$ cat config.mk
export PLATFORM = sky130hd
export DESIGN_NAME = usb_pd_capabilities_decoder_core
export DESIGN_NICKNAME = d
export VERILOG_FILES = /design/src/rtl/usbpd_pkg.sv /design/src/rtl/usbpd_ctrl.sv /design/src/rtl/usbpd_datapath.sv /design/src/rtl/usb_pd_capabilities_decoder_core.sv
export SDC_FILE = /design/constraint.sdc
export NUM_CORES = 1
export LEC_CHECK = 0
export ABC_AREA = 1
export BUFFER_PORTS_ARGS = -buffer_cell sky130_fd_sc_hd__buf_2
export CAP_MARGIN = 15
export CORE_ASPECT_RATIO = 1.75
export CORE_MARGIN = 4
export CORE_UTILIZATION = 59
export CTS_BUF_LIST = sky130_fd_sc_hd__clkbuf_4 sky130_fd_sc_hd__clkbuf_8
export CTS_CLUSTER_SIZE = 24
export DETAILED_ROUTE_END_ITERATION = 16
export PLACE_DENSITY = 0.78
export SETUP_SLACK_MARGIN = 0.15
export SYNTH_ARGS = -nofsm -noshare
export SYNTH_HDL_FRONTEND = slang
export SYNTH_SLANG_ARGS = --single-unit
$ cat constraint.sdc
create_clock -name clk -period 4.6 [get_ports clk]
set_input_delay 1.15 -clock clk [delete_from_list [all_inputs] [get_ports clk]]
set_output_delay 1.15 -clock clk [all_outputs]
set_load 0.03 [all_outputs]
$ cat src/rtl/usbpd_pkg.sv
`timescale 1ns / 1ps
// ---------------------------------------------------------------------------
// usbpd_pkg
// Shared types and codes for the USB PD capabilities list decoder.
// ---------------------------------------------------------------------------
package usbpd_pkg;

    localparam int unsigned MAX_PDOS = 7;

    localparam logic [1:0] HEADER_BYTES_RST = 2'd1;

    // supply kind codes
    localparam logic [2:0] KIND_FIXED    = 3'd0;
    localparam logic [2:0] KIND_BATTERY  = 3'd1;
    localparam logic [2:0] KIND_VARIABLE = 3'd2;
    localparam logic [2:0] KIND_PPS      = 3'd3;
    localparam logic [2:0] KIND_AVS      = 3'd4;
    localparam logic [2:0] KIND_NONE     = 3'd5;

    // list status codes
    localparam logic [2:0] ST_PROGRESS = 3'd0;
    localparam logic [2:0] ST_OK       = 3'd1;
    localparam logic [2:0] ST_BADLEN   = 3'd2;
    localparam logic [2:0] ST_INVALID  = 3'd3;
    localparam logic [2:0] ST_NOLIST   = 3'd4;

    // PDO type field (bits 31:30) and APDO subtype (bits 29:28)
    localparam logic [1:0] TOP_FIXED    = 2'd0;
    localparam logic [1:0] TOP_BATTERY  = 2'd1;
    localparam logic [1:0] TOP_VARIABLE = 2'd2;
    localparam logic [1:0] TOP_APDO     = 2'd3;
    localparam logic [1:0] APDO_PPS     = 2'd0;
    localparam logic [1:0] APDO_AVS     = 2'd2;

    localparam logic REQ_HEADER = 1'b0;

    typedef enum logic [0:0] {
        S_IDLE,
        S_CALC
    } state_t;

    typedef struct packed {
        logic load_in;   // capture input beat and decode
        logic load_out;  // update list state and output register
    } ctrl_cmd_t;

endpackage

$ cat src/rtl/usbpd_ctrl.sv
`timescale 1ns / 1ps
// ---------------------------------------------------------------------------
// usbpd_ctrl
// Handshake controller: accept, compute, hand result to the output register.
// ---------------------------------------------------------------------------
module usbpd_ctrl
    import usbpd_pkg::*;
(
    input  logic      clk,
    input  logic      rst_n,
    input  logic      in_valid,
    output logic      in_ready,
    output logic      out_valid,
    input  logic      out_ready,
    output ctrl_cmd_t cmd
);

    state_t state_reg, state_next;
    logic   out_valid_reg, out_valid_next;

    always_ff @(posedge clk or negedge rst_n)
    begin
        if (!rst_n)
        begin
            state_reg     <= S_IDLE;
            out_valid_reg <= 1'b0;
        end
        else
        begin
            state_reg     <= state_next;
            out_valid_reg <= out_valid_next;
        end
    end

    always_comb
    begin
        state_next     = state_reg;
        out_valid_next = out_valid_reg;
        cmd            = '0;
        in_ready       = 1'b0;
        if (out_valid_reg && out_ready)
        begin
            out_valid_next = 1'b0;
        end
        case (state_reg)
            S_IDLE:
            begin
                in_ready = 1'b1;
                if (in_valid)
                begin
                    cmd.load_in = 1'b1;
                    state_next  = S_CALC;
                end
            end
            S_CALC:
            begin
                // output register free, or its beat leaves this cycle
                if (!out_valid_reg || out_ready)
                begin
                    cmd.load_out   = 1'b1;
                    out_valid_next = 1'b1;
                    state_next     = S_IDLE;
                end
            end
            default:
            begin
                state_next = S_IDLE;
            end
        endcase
    end

    assign out_valid = out_valid_reg;

`ifndef SYNTHESIS
    a_load_in_to_calc: assert property (@(posedge clk) disable iff (!rst_n)
        cmd.load_in |=> state_reg == S_CALC)
        else $error("accepted beat did not move to compute state");
    a_load_out_valid: assert property (@(posedge clk) disable iff (!rst_n)
        cmd.load_out |=> out_valid_reg)
        else $error("result loaded but output not valid");
    a_stall_holds: assert property (@(posedge clk) disable iff (!rst_n)
        (state_reg == S_CALC && out_valid_reg && !out_ready) |=> state_reg == S_CALC)
        else $error("result overwrote a stalled output beat");
    a_no_overlap: assert property (@(posedge clk) disable iff (!rst_n)
        !(cmd.load_in && cmd.load_out))
        else $error("accept and load in the same cycle");
`endif

endmodule

$ cat src/rtl/usbpd_datapath.sv
`timescale 1ns / 1ps
// ---------------------------------------------------------------------------
// usbpd_datapath
// PDO decode, power product, list tracking and output registers.
// ---------------------------------------------------------------------------
module usbpd_datapath
    import usbpd_pkg::*;
(
    input  logic        clk,
    input  logic        rst_n,
    input  ctrl_cmd_t   cmd,
    input  logic        cfg_write_en,
    input  logic [1:0]  cfg_write_data,
    input  logic        req_type,
    input  logic [7:0]  count_byte,
    input  logic [7:0]  buffer_length,
    input  logic [31:0] pdo_word,
    output logic        pdo_valid,
    output logic [2:0]  supply_kind,
    output logic [15:0] nominal_mv,
    output logic [15:0] range_min_mv,
    output logic [15:0] range_max_mv,
    output logic [13:0] limit_ma,
    output logic [18:0] supply_mw,
    output logic [2:0]  pdo_position,
    output logic [2:0]  list_status,
    output logic [15:0] list_peak_mv,
    output logic        dual_role_power,
    output logic        list_done
);

    // configuration and list state
    logic [1:0]  header_bytes_reg;
    logic        phase_reg, phase_next;
    logic [2:0]  expected_reg, expected_next;
    logic [2:0]  received_reg, received_next;
    logic [15:0] run_max_reg, run_max_next;
    logic        dual_reg, dual_next;

    // stage 1: captured beat and decoded word
    logic        req_reg;
    logic [2:0]  count_reg;
    logic [7:0]  blen_reg;
    logic        dec_valid_reg;
    logic [2:0]  dec_kind_reg;
    logic [15:0] dec_volt_reg, dec_vmin_reg, dec_vmax_reg;
    logic [13:0] dec_cur_reg;
    logic [18:0] dec_pwr_reg;
    logic        drp_bit_reg;

    logic        dec_valid;
    logic [2:0]  dec_kind;
    logic [15:0] dec_volt, dec_vmin, dec_vmax;
    logic [13:0] dec_cur;
    logic [18:0] dec_pwr;
    logic [9:0]  mul_a, mul_b;
    logic [19:0] prod;

    // output register
    logic        o_valid_reg, o_valid_next;
    logic [2:0]  o_kind_reg, o_kind_next;
    logic [15:0] o_volt_reg, o_volt_next;
    logic [15:0] o_vmin_reg, o_vmin_next;
    logic [15:0] o_vmax_reg, o_vmax_next;
    logic [13:0] o_cur_reg, o_cur_next;
    logic [18:0] o_pwr_reg, o_pwr_next;
    logic [2:0]  o_pos_reg, o_pos_next;
    logic [2:0]  o_status_reg, o_status_next;
    logic [15:0] o_max_reg, o_max_next;
    logic        o_dual_reg, o_dual_next;
    logic        o_done_reg, o_done_next;

    logic [5:0]  need;
    logic        bad_len;
    logic [15:0] new_max;
    logic        new_dual;
    logic [2:0]  rc_inc;

    always_ff @(posedge clk or negedge rst_n)
    begin
        if (!rst_n)
        begin
            header_bytes_reg <= HEADER_BYTES_RST;
        end
        else if (cfg_write_en)
        begin
            header_bytes_reg <= cfg_write_data;
        end
    end

    // decode; fixed/variable power is (50 mV * a)(10 mA * b)/1000 = a*b/2,
    // PPS is (100 mV * a)(50 mA * b)/1000 = 5*a*b
    always_comb
    begin
        dec_valid = 1'b0;
        dec_kind  = KIND_NONE;
        dec_volt  = '0;
        dec_vmin  = '0;
        dec_vmax  = '0;
        dec_cur   = '0;
        dec_pwr   = '0;
        mul_a     = '0;
        mul_b     = '0;
        case (pdo_word[31:30])
            TOP_FIXED:
            begin
                mul_a = pdo_word[19:10];
                mul_b = pdo_word[9:0];
            end
            TOP_VARIABLE:
            begin
                mul_a = pdo_word[29:20];
                mul_b = pdo_word[9:0];
            end
            TOP_APDO:
            begin
                mul_a = {2'b00, pdo_word[24:17]};
                mul_b = {3'b000, pdo_word[6:0]};
            end
            default:
            begin
                mul_a = '0;
                mul_b = '0;
            end
        endcase
        prod = 20'(mul_a) * 20'(mul_b);
        if (pdo_word != 32'd0)
        begin
            case (pdo_word[31:30])
                TOP_FIXED:
                begin
                    dec_valid = 1'b1;
                    dec_kind  = KIND_FIXED;
                    dec_volt  = 16'(pdo_word[19:10]) * 16'd50;
                    dec_vmin  = dec_volt;
                    dec_vmax  = dec_volt;
                    dec_cur   = 14'(pdo_word[9:0]) * 14'd10;
                    dec_pwr   = prod[19:1];
                end
                TOP_BATTERY:
                begin
                    dec_valid = 1'b1;
                    dec_kind  = KIND_BATTERY;
                    dec_vmin  = 16'(pdo_word[19:10]) * 16'd50;
                    dec_vmax  = 16'(pdo_word[29:20]) * 16'd50;
                    dec_volt  = dec_vmax;
                    dec_pwr   = 19'(pdo_word[9:0]) * 19'd250;
                end
                TOP_VARIABLE:
                begin
                    dec_valid = 1'b1;
                    dec_kind  = KIND_VARIABLE;
                    dec_vmin  = 16'(pdo_word[19:10]) * 16'd50;
                    dec_vmax  = 16'(pdo_word[29:20]) * 16'd50;
                    dec_volt  = dec_vmax;
                    dec_cur   = 14'(pdo_word[9:0]) * 14'd10;
                    dec_pwr   = prod[19:1];
                end
                default:
                begin
                    if (pdo_word[29:28] == APDO_PPS)
                    begin
                        dec_valid = 1'b1;
                        dec_kind  = KIND_PPS;
                        dec_vmin  = 16'(pdo_word[15:8]) * 16'd100;
                        dec_vmax  = 16'(pdo_word[24:17]) * 16'd100;
                        dec_volt  = dec_vmax;
                        dec_cur   = 14'(pdo_word[6:0]) * 14'd50;
                        dec_pwr   = 19'(prod) * 19'd5;
                    end
                    else if (pdo_word[29:28] == APDO_AVS)
                    begin
                        dec_valid = 1'b1;
                        dec_kind  = KIND_AVS;
                        dec_vmin  = 16'd9000;
                        dec_vmax  = 16'd20000;
                        dec_volt  = 16'd20000;
                        dec_cur   = 14'(pdo_word[9:0]) * 14'd10;
                        dec_pwr   = 19'(pdo_word[9:0]) * 19'd200;
                    end
                end
            endcase
        end
    end

    always_ff @(posedge clk)
    begin
        if (cmd.load_in)
        begin
            req_reg       <= req_type;
            count_reg     <= count_byte[2:0];
            blen_reg      <= buffer_length;
            dec_valid_reg <= dec_valid;
            dec_kind_reg  <= dec_kind;
            dec_volt_reg  <= dec_volt;
            dec_vmin_reg  <= dec_vmin;
            dec_vmax_reg  <= dec_vmax;
            dec_cur_reg   <= dec_cur;
            dec_pwr_reg   <= dec_pwr;
            drp_bit_reg   <= pdo_word[29];
        end
    end

    // stage 2: list bookkeeping
    always_comb
    begin
        need     = 6'(header_bytes_reg) + {1'b0, count_reg, 2'b00};
        bad_len  = (blen_reg < 8'(header_bytes_reg)) || (blen_reg < 8'(need))
                   || (count_reg > 3'(MAX_PDOS));
        new_max  = (dec_vmax_reg > run_max_reg) ? dec_vmax_reg : run_max_reg;
        new_dual = (received_reg == 3'd0 && dec_kind_reg == KIND_FIXED)
                   ? drp_bit_reg : dual_reg;
        rc_inc   = received_reg + 3'd1;

        phase_next    = phase_reg;
        expected_next = expected_reg;
        received_next = received_reg;
        run_max_next  = run_max_reg;
        dual_next     = dual_reg;

        o_valid_next  = dec_valid_reg;
        o_kind_next   = dec_kind_reg;
        o_volt_next   = dec_volt_reg;
        o_vmin_next   = dec_vmin_reg;
        o_vmax_next   = dec_vmax_reg;
        o_cur_next    = dec_cur_reg;
        o_pwr_next    = dec_pwr_reg;
        o_pos_next    = 3'd0;
        o_status_next = ST_PROGRESS;
        o_max_next    = '0;
        o_dual_next   = 1'b0;
        o_done_next   = 1'b0;

        if (req_reg == REQ_HEADER)
        begin
            o_valid_next  = 1'b0;
            o_kind_next   = KIND_NONE;
            o_volt_next   = '0;
            o_vmin_next   = '0;
            o_vmax_next   = '0;
            o_cur_next    = '0;
            o_pwr_next    = '0;
            phase_next    = 1'b0;
            expected_next = '0;
            received_next = '0;
            run_max_next  = '0;
            dual_next     = 1'b0;
            if (bad_len)
            begin
                o_status_next = ST_BADLEN;
                o_done_next   = 1'b1;
            end
            else if (count_reg == 3'd0)
            begin
                o_status_next = ST_OK;
                o_done_next   = 1'b1;
            end
            else
            begin
                expected_next = count_reg;
                phase_next    = 1'b1;
            end
        end
        else if (!phase_reg)
        begin
            // stray word: decoded, state untouched
            o_status_next = ST_NOLIST;
        end
        else if (!dec_valid_reg)
        begin
            phase_next    = 1'b0;
            expected_next = '0;
            received_next = '0;
            run_max_next  = '0;
            dual_next     = 1'b0;
            o_pos_next    = received_reg;
            o_status_next = ST_INVALID;
            o_done_next   = 1'b1;
        end
        else
        begin
            run_max_next  = new_max;
            dual_next     = new_dual;
            received_next = rc_inc;
            o_pos_next    = received_reg;
            o_max_next    = new_max;
            o_dual_next   = new_dual;
            if (rc_inc >= expected_reg)
            begin
                phase_next    = 1'b0;
                o_status_next = ST_OK;
                o_done_next   = 1'b1;
            end
        end
    end

    always_ff @(posedge clk or negedge rst_n)
    begin
        if (!rst_n)
        begin
            phase_reg    <= 1'b0;
            expected_reg <= '0;
            received_reg <= '0;
            run_max_reg  <= '0;
            dual_reg     <= 1'b0;
        end
        else if (cmd.load_out)
        begin
            phase_reg    <= phase_next;
            expected_reg <= expected_next;
            received_reg <= received_next;
            run_max_reg  <= run_max_next;
            dual_reg     <= dual_next;
        end
    end

    always_ff @(posedge clk)
    begin
        if (cmd.load_out)
        begin
            o_valid_reg  <= o_valid_next;
            o_kind_reg   <= o_kind_next;
            o_volt_reg   <= o_volt_next;
            o_vmin_reg   <= o_vmin_next;
            o_vmax_reg   <= o_vmax_next;
            o_cur_reg    <= o_cur_next;
            o_pwr_reg    <= o_pwr_next;
            o_pos_reg    <= o_pos_next;
            o_status_reg <= o_status_next;
            o_max_reg    <= o_max_next;
            o_dual_reg   <= o_dual_next;
            o_done_reg   <= o_done_next;
        end
    end

    assign pdo_valid       = o_valid_reg;
    assign supply_kind     = o_kind_reg;
    assign nominal_mv      = o_volt_reg;
    assign range_min_mv    = o_vmin_reg;
    assign range_max_mv    = o_vmax_reg;
    assign limit_ma        = o_cur_reg;
    assign supply_mw       = o_pwr_reg;
    assign pdo_position    = o_pos_reg;
    assign list_status     = o_status_reg;
    assign list_peak_mv    = o_max_reg;
    assign dual_role_power = o_dual_reg;
    assign list_done       = o_done_reg;

`ifndef SYNTHESIS
    a_open_has_count: assert property (@(posedge clk) disable iff (!rst_n)
        phase_reg |-> (expected_reg != 3'd0 && received_reg < expected_reg))
        else $error("open list with inconsistent counts");
    a_max_kept: assert property (@(posedge clk) disable iff (!rst_n)
        (cmd.load_out && req_reg != REQ_HEADER && phase_reg && dec_valid_reg)
        |=> run_max_reg >= $past(run_max_reg))
        else $error("running maximum decreased inside a list");
    a_done_closes: assert property (@(posedge clk) disable iff (!rst_n)
        (cmd.load_out && o_done_next) |=> !phase_reg)
        else $error("list still open after done");
`endif

endmodule

$ cat src/rtl/usb_pd_capabilities_decoder_core.sv
`timescale 1ns / 1ps
// ---------------------------------------------------------------------------
// usb_pd_capabilities_decoder_core
// USB PD capabilities list decoder: header check and per-PDO decode.
// ---------------------------------------------------------------------------
// Usage:
//   Input channel (in_valid/in_ready) carries one beat per item: a list
//   header (req_type 0: count_byte, buffer_length) or one PDO word
//   (req_type 1: pdo_word). Every input beat yields exactly one output beat
//   on out_valid/out_ready with the decoded supply values and list status.
//   An accepted beat is decoded in its accept cycle and captured in the
//   stage 1 registers; the list update then loads its result into the
//   output register once it is free; out_valid then rises. The next item is
//   accepted only after that load, set by the two-step decode/bookkeeping
//   sequence of the controller (accept, then list update and output load).
//   A result waiting in the output register does not block the next accept;
//   that next result waits in the compute step until the output beat is
//   taken, so a stalled receiver holds two items before in_ready stays low.
//   Write header_bytes (cfg_write_en/cfg_write_data) only while idle; the
//   block does not enforce this. Reset: no list open, counters and running
//   maximum zero, header_bytes 1, no output beat pending.
// ---------------------------------------------------------------------------
module usb_pd_capabilities_decoder_core
    import usbpd_pkg::*;
(
    input  logic        clk,
    input  logic        rst_n,
    input  logic        cfg_write_en,
    input  logic [1:0]  cfg_write_data,
    input  logic        in_valid,
    output logic        in_ready,
    input  logic        req_type,
    input  logic [7:0]  count_byte,
    input  logic [7:0]  buffer_length,
    input  logic [31:0] pdo_word,
    output logic        out_valid,
    input  logic        out_ready,
    output logic        pdo_valid,
    output logic [2:0]  supply_kind,
    output logic [15:0] nominal_mv,
    output logic [15:0] range_min_mv,
    output logic [15:0] range_max_mv,
    output logic [13:0] limit_ma,
    output logic [18:0] supply_mw,
    output logic [2:0]  pdo_position,
    output logic [2:0]  list_status,
    output logic [15:0] list_peak_mv,
    output logic        dual_role_power,
    output logic        list_done
);

    ctrl_cmd_t cmd;

    usbpd_ctrl u_ctrl (
        .clk       (clk),
        .rst_n     (rst_n),
        .in_valid  (in_valid),
        .in_ready  (in_ready),
        .out_valid (out_valid),
        .out_ready (out_ready),
        .cmd       (cmd)
    );

    usbpd_datapath u_datapath (
        .clk             (clk),
        .rst_n           (rst_n),
        .cmd             (cmd),
        .cfg_write_en    (cfg_write_en),
        .cfg_write_data  (cfg_write_data),
        .req_type        (req_type),
        .count_byte      (count_byte),
        .buffer_length   (buffer_length),
        .pdo_word        (pdo_word),
        .pdo_valid       (pdo_valid),
        .supply_kind     (supply_kind),
        .nominal_mv      (nominal_mv),
        .range_min_mv    (range_min_mv),
        .range_max_mv    (range_max_mv),
        .limit_ma        (limit_ma),
        .supply_mw       (supply_mw),
        .pdo_position    (pdo_position),
        .list_status     (list_status),
        .list_peak_mv    (list_peak_mv),
        .dual_role_power (dual_role_power),
        .list_done       (list_done)
    );

endmodule

==> Word-level counts from Yosys, hierarchy flattened <==
Cells that the tools add are included.
Widths: inputs -> output; s select.
{ "word_totals": {"ff_bits": 203, "latchBits": 0, "ram_bits": 0, "rom_bits": 0, "input_bits": 56, "output_inout_bits": 111, "wordCells": 138, "memories": 0} }
{ "classes": {"n_addsub": 2, "multipliers": 10, "n_div": 0, "n_lt_le_gt_ge": 5, "eq_ne": 6, "n_shift": 0, "muxes": 64, "bitwise_logic": 2, "n_reduce_logical": 19} }
{ "op_table": {"columns": ["operator", "n"], "rows": [
  ["$mux 16", 7],
  ["$mul 10x5->15 const B", 3],
  ["$mux 14", 3],
  ["$mux 3", 13],
  ["$pmux 19 s2", 1],
  ["$pmux 16 s2", 1],
  ["$reduce_bool 32->1", 1],
  ["$mux 1", 31],
  ["$pmux 10 s3", 1],
  ["$pmux 14 s2", 1],
  ["$mul 8x5->13 const B", 2],
  ["$mul 10x10->20", 1],
  ["$pmux 10 s2", 1],
  ["$mul 19x3->19 const B", 1],
  ["$mux 19", 1],
  ["$mux 18", 1],
  ["$mul 10x7->17 const B", 1],
  ["$gt 16x16->1", 1],
  ["$mux 15", 1],
  ["$mul 10x3->13 const B", 1],
  ["$mul 7x5->12 const B", 1],
  ["$logic_not 3->1", 3],
  ["$pmux 3 s3", 1],
  ["$lt 8x2->1", 1],
  ["other kinds (20)", 29]
]} }

==> Depth between registers and ports, before layout <==
Gate-level depths: netlist of the first run.
{ "logic_depth": {"depth_word": 7, "mapped_depth": 38, "mapped_depth_nobuf": 37} }

==> Cells and area by module <==
From an unflattened synthesis of the first run, not the netlist that was laid out.
{ "unflattened": {"cells_unflattened": 2323, "hier_area_um2": 19771.5} }
{ "by_module_without_submodules": {"columns": ["mod", "instances", "cells_per_inst", "area_each_um2", "seq_area_each_um2"], "rows": [
  ["usbpd_datapath", 1, 2312, 19678.9, 5726.7],
  ["usbpd_ctrl", 1, 11, 92.6, 50.0]
]} }

==> Worst setup path after synthesis of the first run <==
No wires, ideal clock.
{ "synth_timing": {"path_type": "input to register", "startpoint": "input pdo_word[30]", "endpoint": "register u_datapath.dec_pwr_reg[17] (data pin)", "setup_ns": 0.257, "t_arrival_ns": 7.442, "required_time_ns": 4.343, "path_slack_ns": -3.098, "path_stages": 35, "path_buffers": 1, "path_cell_list": "inv_1 > ha_1 > inv_1 > clkbuf_1 > o221ai_1 > nand2_1 > nor2_1 > fa_1 > inv_1 > fa_1 > inv_1 > fa_1 > fa_1 > inv_1 > fa_1 > inv_1 > ha_1 > nand2_2 > inv_2 > a21oi_1 > nand2_2 > a21oi_1 > xnor2_1 > ha_1 > ha_1 > inv_1 > o21bai_1 > nand3_1 > o21ai_0 > nor3_1 > nand3b_1 > nand3_1 > o211ai_1 > nor2_1 > nor2_1"} }
{ "synth_via": {"elab_chain_cells": 7, "elab_cells_between_ends": 12, "cone_classes": "2 x mul; 3 x eq/ne; 4 x mux; 3 x reduce/logical"} }
{ "synth_rtl": {"columns": ["item", "line_no", "rtl"], "rows": [
  ["start, declared", "usb_pd_capabilities_decoder_core.sv:35", "input logic [31:0] pdo_word,"],
  ["$eq 2x2->1 / $logic_not 2->1 (equally long branches)", "usbpd_datapath.sv:104, usbpd_datapath.sv:129", null],
  ["$reduce_or 2->1 (no source line)", null, null],
  ["$pmux 10 s2", "usbpd_datapath.sv:104", "case (pdo_word[31:30])"],
  ["$mul 10x10->20", "usbpd_datapath.sv:126", "prod = 20'(mul_a) * 20'(mul_b);"],
  ["$mul 19x3->19", "usbpd_datapath.sv:169", "dec_pwr = 19'(prod) * 19'd5;"],
  ["$mux 19", "usbpd_datapath.sv:161", "if (pdo_word[29:28] == APDO_PPS)"],
  ["$pmux 19 s2", "usbpd_datapath.sv:129", "case (pdo_word[31:30])"],
  ["end signal, assigned", "usbpd_datapath.sv:199", "dec_pwr_reg <= dec_pwr;"],
  ["end, declared", "usbpd_datapath.sv:48", "logic [18:0] dec_pwr_reg;"]
]} }
Parallel ways exist; a longest one is shown, timed or not.
A chain may end at the register's enable or synchronous reset.

==> Worst setup path in the final report of the first run <==
{ "layout_timing": {"startpoint": "input pdo_word[30]", "endpoint": "register u_datapath.dec_pwr_reg[18] (data pin)"} }
Same word-level chain as after synthesis.

==> results.md, run 1 <==
- The flow ran to the end, but the final reports show violations.
- The checks that failed: setup timing.
- The most repeated cell in the gate-level netlist after synthesis is sky130_fd_sc_hd__inv_1.
- The timing startpoint of the critical path is pdo_word[30].
- For the worst setup path, the data arrival time is 7.38 ns.
- The part of the cycle the worst path needs is 155%.
- The number of standard cells in the final layout excluding fillers is 3275.
- STA puts the critical path data required time at 4.86 ns.
- The total of flip-flops plus latches after synthesis is 197.
- The total power consumption of the routed design is 12.0 mW.
- The overflow left after global routing is 0.
- The final number of setup-violating endpoints is 16.
- The final critical-path required period is 7.12 ns.
- The cell sitting at the root of the clock tree is a sky130_fd_sc_hd__clkbuf_8.
- The placed wire-length estimate after detailed placement is 53000 um.
- The pre-CTS setup slack is -3.21 ns.
- The final weighted congestion in routability-driven placement is 1.07.
- The timing-limited maximum frequency is 0.140 GHz.
- The worst slew margin relative to its limit is 40.7%.
- In the synthesized netlist the dominant register cell turns out to be sky130_fd_sc_hd__edfxtp_1.
- The initial core utilization is 60.0%.
- The critical register-to-register path startpoint is u_datapath.dec_volt_reg[3].
- The largest net degree at the start of global routing is 69.
- The count of port buffers added during placement is 157.
- In the post-synthesis netlist, the biggest area contributors are sky130_fd_sc_hd__edfxtp_1 26%, sky130_fd_sc_hd__ha_1 21%, sky130_fd_sc_hd__fa_1 12%, sky130_fd_sc_hd__inv_1 8.6%, sky130_fd_sc_hd__nand2_1 7.8%.
- Summed over all cells, the static leakage comes to 13.3 nW.
- The final worst slack is -2.52 ns.
- The remaining number of nets flagged by the antenna check after routing is 0.
- The warning count from the yosys run is 0.
- The master of the slowest instance on the critical path is sky130_fd_sc_hd__fa_1.
- The via count of the first global-routing pass is 19400.
- TritonCTS built the clock tree.
- The fraction of synthesis flops using an asynchronous set or reset pin is 14.2%.
- Counting along the longest clock path gives a buffer depth of 2.
- The number of iterations in the first detailed-routing pass is 6.
- Counting every sink on the clock net gives 197.
- After synthesis, the netlist uses 57 different library cells.
- The via count of the routed design is 18300.
- The share of the synthesized area in the top cell type is 25.5%.
- The H-tree generated during clock tree synthesis spans 4 levels.
- The critical path ends at u_datapath.dec_pwr_reg[18].
- The worst-margin pin slew is 0.888 ns.
- The post-route netlist has 27.3% of its cells at a drive strength greater than 1.
- Setup repair after global routing could not meet its margin everywhere.
- The kind of end point of the critical path is a flop.
- The count of pins over their slew limit is 0.
- Summing every instance area after synthesis gives 0.0199 mm^2.
- The final clock skew is 0.0296 ns.
- After detailed routing, the total wire length is 64400 um.
- The library cell appearing most often on the critical path is sky130_fd_sc_hd__fa_1.
- The number of antenna violations at the first check in global routing is 4.
- The largest driver fanout on the critical path is 5.
- After clock tree synthesis, the clock-pin slew on the worst setup and hold paths is 0.12 ns.
- Across all register-to-register paths, the minimum setup slack is 1.62 ns.
- For this design the ratio of total power to cell area is 469 mW/mm^2.
- The number of DRC markers after the initial detailed-route iteration is 1065.
- Max-cap violations in this run came to 0.
- The class of the most critical hold timing path is flop to flop.
- The number of buffers added by the clock tree synthesis step is 17.
- Summed over all failing endpoints, the final setup total negative slack is -32.62 ns.
- In the synthesized netlist, the cells that appear most often are 458 x sky130_fd_sc_hd__inv_1, 412 x sky130_fd_sc_hd__nand2_1, 328 x sky130_fd_sc_hd__ha_1.
- The mean cell area of the mapped netlist is 8.55 um^2.
- In the final routed layout, each cell accounts on average for 19.7 um.
- The maximum resistive drop on vdd is 0.556 mV.
- The first global-routing pass estimated 99600 um of wire.
- The number of primary I/O pins is 167.
- STA classifies the critical path startpoint as a primary input.
- Of all cell types, the one taking the most synthesized area is sky130_fd_sc_hd__edfxtp_1.
- The logic depth of the worst register-to-register path is 11.
- Hold is met by 0.496 ns.
- Summing the sequential cell areas from Yosys gives 29.0% of the chip area.
- The number of nets at the end of the flow is 3307.
- The floorplan die area is 0.0368 mm^2.
- In this run, synthesis inferred 169 flip-flops with an integrated enable.
- The number of hold-repair buffers added at the cts stage is 0.
- The critical path is of the primary input to flop type.
- The end of the worst register-to-register path is u_datapath.list_peak_mv[13].
- In this run the vertical extent of the chip is 251 um.
- The clock reaches the later pin of the worst-skew pair after 0.50 ns.
- Compared with the post-synthesis result, the final layout area differs by 28.5%.
- The count of endpoints failing hold in the final timing report was 0.
- The placed cell count is 3197.
- The all-layer global routing usage is 34.9%.
- The worst stage delay on the critical path is 0.54 ns.
- In the synthesized netlist, the number of instances is 2328.
- Row generation in the floorplan step produced 88 rows.
- The count of unresolved DRC violations after routing is 0.
- Dividing the detail-routed via count by the number of cells gives 5.60.
- The core region is 0.0331 mm^2.
- From left edge to right edge, the die measures 147 um.
==> layout by cell type, fill, tap and decap left out, types with 89 or more instances in the layout <==
cell type                  instances
sky130_fd_sc_hd__inv_1           433
sky130_fd_sc_hd__edfxtp_1        169
sky130_fd_sc_hd__ha_1            288
sky130_fd_sc_hd__o21ai_0          89
sky130_fd_sc_hd__nand2_1         368
sky130_fd_sc_hd__buf_4           336
sky130_fd_sc_hd__buf_2           155
sky130_fd_sc_hd__fa_1            114
sky130_fd_sc_hd__nor2_1          179
sky130_fd_sc_hd__a21oi_1         110
==> per-layer routing <==
metal	vias up	GRT usage [%]	part of all wire, %
li1	8571	-	-
met1	8629	31.7	31
met2	774	64.7	52
met3	350	5.86	5.3
met4	2	32.2	12
met5	-	0	0.019
==> stage by stage <==
stage / utilization [%] / cell area [um^2]
CTS: 76.1 / 25200
finish: 77.1 / 25600
global route: 77.1 / 25600
detailed placement: 72.4 / 24000
global placement: 72.4 / 24000
floorplan: - / 20600
==> kinds of logic after synthesis <==
logic type	count (synthesis)	share of synthesized area (%)
and+or+nand+nor	793	16.8
AOI/OAI and AO/OA	331	9.73
adders and majority gates	443	32.2
other	1	0.0188
DFF	197	29.0
buffers and inverters	522	10.4
xor gates and xnor gates	41	1.80
==> what timing repair did <==
item / 4_1_cts / 5_1_grt
buffers inserted: 31 / 10
pin swaps: 84 / 54
gates resized for setup: 120 / 53
setup endpoints to repair: 16 / 18
hold endpoints to repair: 0 / 0
cloned: 1 / 0
==> cell type report <==
cell class                      count  area (um^2)
Timing Repair inverter              1         6.26
Inverter                          466         1810
Sequential cell                   197         5780
Clock buffer                       18          241
Multi-Input combinational cell   1612        13400
Timing Repair Buffer              513         3610
Antenna cell                        4         10.0
Fill cell                        2381         7570
Tap cell                          450          563
Clock inverter                     14          156
==> power breakdown <==
group | internal (mW) | leakage, nW | switching [mW]
sequential | 2.67 | 2.00 | 0.209
clock | 0.413 | 0.191 | 0.693
combinational | 3.26 | 11.1 | 4.74
total | 6.34 | 13.3 | 5.64
==> critical path: cells and delay by family <==
family          cells  cell delay, ns
fa+ha+maj           9            3.67
simple gates        9            1.13
buf+inv            10            0.74
compound gates      4            0.45
xor+xnor            1            0.21
==> how the worst min path moves through the flow <==
stage | startpoint | end | slack [ns] | cells after the start
floorplan | u_datapath.header_bytes_reg[0] | u_datapath.header_bytes_reg[0] | 0.45 | 2
global placement | u_datapath.header_bytes_reg[0] | u_datapath.header_bytes_reg[0] | 0.47 | 2
detailed placement | u_ctrl.out_valid | u_ctrl.out_valid | 0.48 | 2
CTS | u_datapath.header_bytes_reg[0] | u_datapath.header_bytes_reg[0] | 0.50 | 2
global route | u_datapath.header_bytes_reg[0] | u_datapath.header_bytes_reg[0] | 0.53 | 2
finish | u_datapath.header_bytes_reg[0] | u_datapath.header_bytes_reg[0] | 0.50 | 2
Note: power is estimated with default switching activity, not from simulation.
==> run 2, diff against run 1 <==
--- a/config.mk
+++ b/config.mk
@@ -10,11 +10,11 @@
 export CAP_MARGIN = 15
 export CORE_ASPECT_RATIO = 1.75
 export CORE_MARGIN = 4
-export CORE_UTILIZATION = 59
+export CORE_UTILIZATION = 47
 export CTS_BUF_LIST = sky130_fd_sc_hd__clkbuf_4 sky130_fd_sc_hd__clkbuf_8
 export CTS_CLUSTER_SIZE = 24
 export DETAILED_ROUTE_END_ITERATION = 16
-export PLACE_DENSITY = 0.78
+export PLACE_DENSITY = 0.64
 export SETUP_SLACK_MARGIN = 0.15
 export SYNTH_ARGS = -nofsm -noshare
 export SYNTH_HDL_FRONTEND = slang
==> run 2 against run 1 <==
  * Power is 0.95% higher
  * Via count is 3.6% lower
  * Worst hold slack better by 0.018 ns
  * Worst setup slack better by 0.078 ns
  * Clock power is 9% higher
  * Combinational power hardly changed
  * Critical path type unchanged
  * The run still ends with setup timing left
  * Register-to-register slack better by 0.11 ns
  * Largest power group unchanged
  * Clock skew is 0.0020 ns higher
==> results.md, run 2 (synthesis results as in run 1) <==
- In this run switching power makes up 46.9% of total power.
- The all-layer global routing usage is 28.6%.
- The worst stage delay on the critical path is 0.54 ns.
- The min-delay analysis places its worst path in the category flop to flop.
- The part of the cycle the worst path needs is 153%.
- In this run the deepest clock path goes through 2 buffers.
- The master of the slowest instance on the critical path is sky130_fd_sc_hd__fa_1.
- The final reports fail on setup timing.
- The later-pin clock latency in the skew report is 0.49 ns.
- The most numerous cell type found on the critical path is sky130_fd_sc_hd__fa_1.
- The placed cell count is 3323.
- The via count of the first global-routing pass is 18900.
- The power per cell area is 467 mW/mm^2.
- The analysis attributes to net switching a power of 5.67 mW.
- The number of sinks driven by the clock tree is 197.
- The area growth from synthesis to layout is 30.2%.
- In this run the number of H-tree levels came out at 4.
- After clock tree synthesis, the clock-pin slew on the worst setup and hold paths is 0.13 ns.
- Counting I/O delays and the setup requirement, the final critical path takes 7.04 ns.
- The height of the chip is 280 um.
- The analysis attributes to cell leakage a power of 13.3 nW.
- Entering global routing, the biggest net connects 80 pins.
- The number of antenna violations at the first check in global routing is 3.
- Counting the buffers created by CTS gives 17.
- Of the total power, combinational logic draws 66.1%.
- The post-route netlist has 28.3% of its cells at a drive strength greater than 1.
- After detailed routing, the number of vias per cell comes to 5.21.
- The worst setup path is captured at a flop.
- The top cell types in the final layout, fill and taps aside, are 427 x sky130_fd_sc_hd__inv_1, 370 x sky130_fd_sc_hd__nand2_1, 354 x sky130_fd_sc_hd__buf_4.
- The worst hold slack is 0.513 ns.
- The final weighted congestion in routability-driven placement is 1.06.
- The tool flagged a number of max-cap violations equal to 0.
- The clock network burns 10.0% of the power.
- For this run, design rule violations remaining after detail routing come to 0.
- Of all nets on the critical path, the largest fanout is 4.
- The final clock skew is 0.0316 ns.
- After detailed routing, the average wire length per cell comes to 18.8 um.
- The cell area after placement is 0.0243 mm^2.
- During placement, the flow inserted port buffers numbering 157.
- Once detailed placement completed, the half-perimeter wirelength came to 54100 um.
- The tree is rooted in a sky130_fd_sc_hd__clkbuf_8.
- The highest routed metal layer is met4.
- The number of standard cells in the final layout excluding fillers is 3394.
- The maximum resistive drop on vdd is 0.596 mV.
- The overflow left after global routing is 0.
- The number of iterations in the first detailed-routing pass is 5.
- Internal power comes to 6.42 mW.
- At the pin with the least slew margin, the transition time is 0.867 ns.
- At the end of the flow, the number of nets in the layout was 3322.
- Before CTS, the worst setup slack after placement is -3.19 ns.
- The total power consumption of the routed design is 12.1 mW.
- During I/O placement, the number of pins put on the boundary was 167.
- For the worst setup path, the data required time is 4.83 ns.
- After floorplanning, the core was divided into 99 placement rows.
- Summed over all nets, wire length on met3 after detailed routing comes to 2300 um.
- The die covers 0.0458 mm^2.
- The count of endpoints failing hold in the final timing report is 0.
- For this configuration, the core starts out at a cell density of 47.7%.
- Static timing analysis puts the maximum clock frequency at 0.142 GHz.
- Headroom to the max-slew limit came out at 42.1%.
- Setup repair after global routing could not meet its margin everywhere.
- The final worst slack is -2.44 ns.
- The final number of setup-violating endpoints is 15.
- The floorplan step set the die width to 164 um.
- The count of pins over their slew limit is 0.
- The total negative setup slack is -30.96 ns.
- The via count of the routed design is 17700.
- Hold repair after CTS inserted 0 buffers.
- The arrival time of data at the critical path endpoint is 7.28 ns.
- The kind of start point of the critical path is a primary input.
- Of the total power, registers draw 23.8%.
- The library cell used most frequently in the layout, excluding fill and tap cells, is sky130_fd_sc_hd__inv_1.
- The core region area is 0.0417 mm^2.
- The number of DRC markers after the initial detailed-route iteration is 944.
- The remaining number of nets flagged by the antenna check after routing is 0.
- The final core utilization is 62.1%.
- TritonCTS built the clock tree.
- The routed design uses 34400 um of met2 wire.
- The flow ran to the end, but the final reports show violations.
- The first-pass GRT wire length is 100000 um.
- Summed over all layers, the routed wires come to 64000 um.
- The final standard cell area without fillers is 0.0259 mm^2.
- The critical path class is primary input to flop.
- For this block, wires on met1 add up to 21100 um.
## run 2: changes by cell type in the layout (fill, tap and decap cells not counted), sizes merged
cell and delta:
clkinvlp -2, inv +3, diode -1, clkinv -1
clkbuf -1, buf +16
## run 2: final timing paths
kind	startpoint	endpoint	slack (ns)	cells after the start
setup / recovery	pdo_word[2]	u_datapath.dec_pwr_reg[13]	-2.44	35
hold / removal	u_datapath.expected_reg[1]	u_datapath.expected_reg[1]	0.51	1
setup reg to reg	u_datapath.dec_volt_reg[3]	u_datapath.list_peak_mv[13]	1.73	11
hold reg to reg	u_datapath.expected_reg[1]	u_datapath.expected_reg[1]	0.51	1
max in group asynchronous	rst_n	u_datapath.run_max_reg[3]	3.41	1
min in group asynchronous	rst_n	u_datapath.header_bytes_reg[1]	0.69	1
## run 2: critical path: cells and delay by family
family / cells / cell delay [ns]
adders and majority gates: 8 / 3.29
and+or+nand+nor: 12 / 1.11
buffers and inverters: 12 / 1.30
xor gates and xnor gates: 1 / 0.20
AOI/OAI and AO/OA: 2 / 0.22
## run 2: layout make-up
| class | count | area, um^2 |
|---|---|---|
| clock inverter | 15 | 211 |
| antenna | 3 | 7.51 |
| tap | 555 | 694 |
| multi-input combinational | 1612 | 13500 |
| fill | 3665 | 15800 |
| clock buffer | 17 | 234 |
| inverter | 466 | 1800 |
| timing repair buffer | 529 | 3730 |
| sequential | 197 | 5780 |
## run 2: what timing repair did
| item | 4_1_cts | 5_1_grt |
|---|---|---|
| setup endpoints to repair | 16 | 18 |
| pin swaps | 79 | 50 |
| gates resized for setup | 136 | 46 |
| setup buffers | 27 | 9 |
## run 2: power groups by stage
stage,clock network [mW],logic [mW],registers [mW]
2_1_floorplan,0,3.90,3.50
3_3_place_gp,0,7.14,2.92
3_5_place_dp,0,7.23,2.93
4_1_cts,1.24,7.80,2.89
5_1_grt,1.32,8.78,2.93
6_report,1.21,8.00,2.88
## run 2: per-layer routing
metal  global-route usage (%)  vias to the layer above
li1                         -                     8615
met1                     27.5                     8377
met2                     54.2                      472
met3                     3.20                      206
met4                     22.0                        0
met5                        0                        -
==> run 3, diff against run 2 <==
--- a/config.mk
+++ b/config.mk
@@ -5,16 +5,16 @@
 export SDC_FILE = /design/constraint.sdc
 export NUM_CORES = 1
 export LEC_CHECK = 0
-export ABC_AREA = 1
 export BUFFER_PORTS_ARGS = -buffer_cell sky130_fd_sc_hd__buf_2
 export CAP_MARGIN = 15
 export CORE_ASPECT_RATIO = 1.75
 export CORE_MARGIN = 4
-export CORE_UTILIZATION = 47
+export CORE_UTILIZATION = 40
 export CTS_BUF_LIST = sky130_fd_sc_hd__clkbuf_4 sky130_fd_sc_hd__clkbuf_8
 export CTS_CLUSTER_SIZE = 24
 export DETAILED_ROUTE_END_ITERATION = 16
-export PLACE_DENSITY = 0.64
+export HOLD_SLACK_MARGIN = 0.05
+export PLACE_DENSITY = 0.56
 export SETUP_SLACK_MARGIN = 0.15
 export SYNTH_ARGS = -nofsm -noshare
 export SYNTH_HDL_FRONTEND = slang
==> run 3 against run 2 <==
  * Fmax shrank 13%
  * Global-route usage shrank 5.9 points
  * Worst setup slack got worse by 1.1 ns
  * Critical endpoint is now u_datapath.dec_pwr_reg[18]
  * The run still ends with setup timing left
==> results.md, run 3 <==
- The first global-routing pass estimated 92100 um of wire.
- In this run the number of H-tree levels came out at 4.
- The cell type with the largest total area after synthesis is sky130_fd_sc_hd__edfxtp_1.
- Summed over all failing endpoints, the final setup total negative slack is -39.63 ns.
- Once the floorplan was initialized, standard cells occupied 40.6% of the core.
- For this run, asynchronously set or reset flops after synthesis account for 14.2%.
- TritonCTS built the clock tree.
- Headroom to the max-slew limit came out at 35.9%.
- The routed design could run at a clock period as short as 8.12 ns.
- Counting stages on the worst path, the most repeated cell is sky130_fd_sc_hd__fa_1.
- The later-pin clock latency in the skew report is 0.47 ns.
- After synthesis, the largest area contributor takes up 26.6% of total cell area.
- Data on the critical path arrives at its endpoint at 8.47 ns.
- The maximum resistive drop on vdd is 0.259 mV.
- The part of the cycle the worst path needs is 177%.
- The library cell used most frequently in the layout, excluding fill and tap cells, is sky130_fd_sc_hd__buf_4.
- The critical hold path startpoint is u_ctrl.out_valid.
- The via count of the first global-routing pass was 16700.
- The final reports fail on setup timing.
- The class of the most critical hold timing path is flop to flop.
- The worst stage delay on the critical path is 0.52 ns.
- The floorplan die area is 0.0514 mm^2.
- The all-layer global routing usage is 22.7%.
- The timing-limited maximum frequency is 0.123 GHz.
- The critical path class is primary input to flop.
- After clock tree synthesis, the clock-pin slew on the worst setup and hold paths is 0.11 ns.
- The number of sinks driven by the clock tree is 197.
- Setup violations remaining at the end of the flow were counted as 16.
- The top cell types in the final layout, fill and taps aside, are 351 x sky130_fd_sc_hd__buf_4, 284 x sky130_fd_sc_hd__ha_1, 240 x sky130_fd_sc_hd__inv_1.
- The final core utilization is 52.5%.
- The largest net degree at the start of global routing is 76.
- The kind of end point of the critical path is a flop.
- The total of flip-flops plus latches after synthesis is 197.
- The number of iterations in the first detailed-routing pass is 7.
- The met3 wire length is 1520 um.
- Summed over all cells, the static leakage comes to 11.9 nW.
- Total power for the finished layout comes to 11.5 mW.
- The count of mapped cells out of synthesis is 1893.
- The count of pins over their slew limit is 0.
- A synthesized cell averages 10.1 um^2.
- In the final routed layout, each cell accounts on average for 19.5 um.
- After floorplanning, the core was divided into 105 placement rows.
- Summing the sequential cell areas from Yosys gives 30.3% of the chip area.
- The count of endpoints failing hold in the final timing report is 0.
- At the worst endpoint, the required time is 4.95 ns.
- The filler cells instantiated in the layout total 4375.
- Counting distinct cell types in the post-synthesis netlist gives 76.
- The proportion of layout cells with a drive suffix above 1 is 31.4%.
- The overflow left after global routing is 0.
- The height of the chip is 297 um.
- The kind of start point of the critical path is a primary input.
- In the detailed route, the total length drawn on met2 is 32000 um.
- At the end of routability-driven placement, the weighted congestion stood at 0.956.
- The first routing iteration left 871 violations.
- The count of nets left with antenna violations once routing finished came out at 0.
- The largest driver fanout on the critical path is 6.
- Tracing the worst setup path back leads to its startpoint at pdo_word[30].
- Max-cap violations in this run came to 0.
- The width of the die is 173 um.
- The final layout contains 2868 nets.
- The detailed router put a total of 21400 um of wire on met1.
- Wires add up to 57900 um.
- Summing over every cut layer, the via total after detailed routing is 15500.
- The area growth from synthesis to layout is 29.3%.
- The master of the slowest instance on the critical path is sky130_fd_sc_hd__fa_1.
- The flow ran to the end, but the final reports show violations.
- Across all setup checks in the final design, the least slack found is -3.52 ns.
- Between clock sinks in the finished design, the worst skew comes to 0.0159 ns.
- Setup repair after global routing could not meet its margin everywhere.
- The count of unresolved DRC violations after routing is 0.
- The power per cell area is 464 mW/mm^2.
- In this run the top signal layer used is met4.
- The core region area is 0.0470 mm^2.
- The number of flops mapped to enable cells by yosys is 169.
- The HPWL after detailed placement is 49400 um.
- The number of antenna violations at the first check in global routing came to 1.
- The worst-margin pin slew is 0.959 ns.
- The number of buffers added by the clock tree synthesis step is 17.
- In the synthesized netlist, the cells that appear most often are 328 x sky130_fd_sc_hd__ha_1, 257 x sky130_fd_sc_hd__inv_1, 170 x sky130_fd_sc_hd__nor2_1.
- The root buffer selected by CTS is sky130_fd_sc_hd__clkbuf_8.
- The critical register-to-register path startpoint is u_datapath.dec_volt_reg[2].
- No sink is reached through more buffers than the 2 on the longest clock path.
- During I/O placement, the number of pins put on the boundary was 167.
- For this run, the leading register cell type out of synthesis is sky130_fd_sc_hd__edfxtp_1.
- In this run the cell area of the synthesized design comes to 0.0191 mm^2.
- For this run, the number of Yosys warnings is 0.
- The most repeated cell in the gate-level netlist after synthesis is sky130_fd_sc_hd__ha_1.
- The count of port buffers added during placement is 157.
- In the post-synthesis netlist, the biggest area contributors are sky130_fd_sc_hd__edfxtp_1 27%, sky130_fd_sc_hd__ha_1 22%, sky130_fd_sc_hd__fa_1 12%, sky130_fd_sc_hd__inv_1 5.1%, sky130_fd_sc_hd__dfrtp_1 3.5%.
- Using the TritonRoute via totals, the vias-per-cell ratio works out to 5.22.
run 3: changes by cell type in the layout (fill, tap and decap cells not counted), sizes merged, moves of 21 or more:
| cell | before | now |
|---|---|---|
| and2 | 2 | 74 |
| a22o | 0 | 21 |
| a21oi | 123 | 92 |
| nand4 | 31 | 10 |
| xnor2 | 19 | 60 |
| a21o | 7 | 43 |
| nand3 | 83 | 22 |
| o21ai | 105 | 50 |
| inv | 474 | 260 |
| nand2b | 0 | 26 |
| nor2 | 198 | 171 |
| nand2 | 424 | 89 |
run 3: cells by family after synthesis:
| kind of cell | Yosys count | share of synthesized area, % |
|---|---|---|
| AO/OA/AOI/OAI | 336 | 12.1 |
| XOR/XNOR | 86 | 4.02 |
| adder cells (fa/ha/maj) | 443 | 33.6 |
| buffers and inverters | 330 | 6.88 |
| flip-flops | 197 | 30.3 |
| multiplexers | 16 | 0.846 |
| other | 1 | 0.0197 |
| AND/OR/NAND/NOR | 484 | 12.3 |
run 3: area by class of cell:
class | instances | area, um^2 | area share [%]
diodes | 1 | 2.50 | 0.0101
clock buffers | 19 | 249 | 1.01
clock inverters | 13 | 100 | 0.406
inverters | 258 | 980 | 3.97
multi-input cells | 1369 | 13200 | 53.3
flip-flops and latches | 197 | 5780 | 23.4
well taps | 588 | 736 | 2.98
repair buffers | 526 | 3670 | 14.9
run 3: through the flow:
stage                     hold slack, ns  worst slack, ns  cells  cell area, um^2
after floorplan                    0.459            -3.67   1896            19600
after global placement             0.485            -3.88   2912            23400
after detailed placement           0.492            -4.09   2912            23400
after CTS                          0.519            -3.41   2953            24200
after global routing               0.539            -3.77   2971            24700
final                              0.515            -3.52   2971            24700
run 3: path summary, 6_finish.rpt:
kind,end,slack [ns],cells past startpoint
max,u_datapath.dec_pwr_reg[18],-3.52,33
min,u_ctrl.out_valid,0.51,2
max reg2reg,u_datapath.run_max_reg[11],1.55,10
min reg2reg,u_ctrl.out_valid,0.51,2
max in group asynchronous,u_datapath.run_max_reg[10],3.43,1
min in group asynchronous,u_ctrl.out_valid,0.70,1
run 3: worst max-delay path: cells and delay by family:
| kind | cells | cell delay [ns] |
|---|---|---|
| AO/OA/AOI/OAI | 5 | 1.16 |
| XOR/XNOR | 2 | 0.48 |
| buffers and inverters | 8 | 0.74 |
| adder cells (fa/ha/maj) | 9 | 3.37 |
| AND/OR/NAND/NOR | 9 | 1.56 |
run 3: repair_timing:
action                     4_1_cts  5_1_grt
setup endpoints to repair       22       27
pin swaps                       39       72
buffers inserted                 9       17
hold buffers                     0        0
gates resized for setup         70       81
gates cloned                     0        0
run 3: per-layer routing:
metal / vias up / global-route usage (%)
li1: 7475 / -
met1: 7603 / 24.0
met2: 327 / 44.5
met3: 111 / 2.09
met4: 0 / 10.9
met5: - / 0
run 3: report_power, final:
part | total [mW] | internal, mW | leakage (nW) | switching [mW]
Sequential | 2.88 | 2.65 | 2.01 | 0.225
Clock | 1.01 | 0.395 | 0.174 | 0.616
Combinational | 7.56 | 3.44 | 9.74 | 4.13
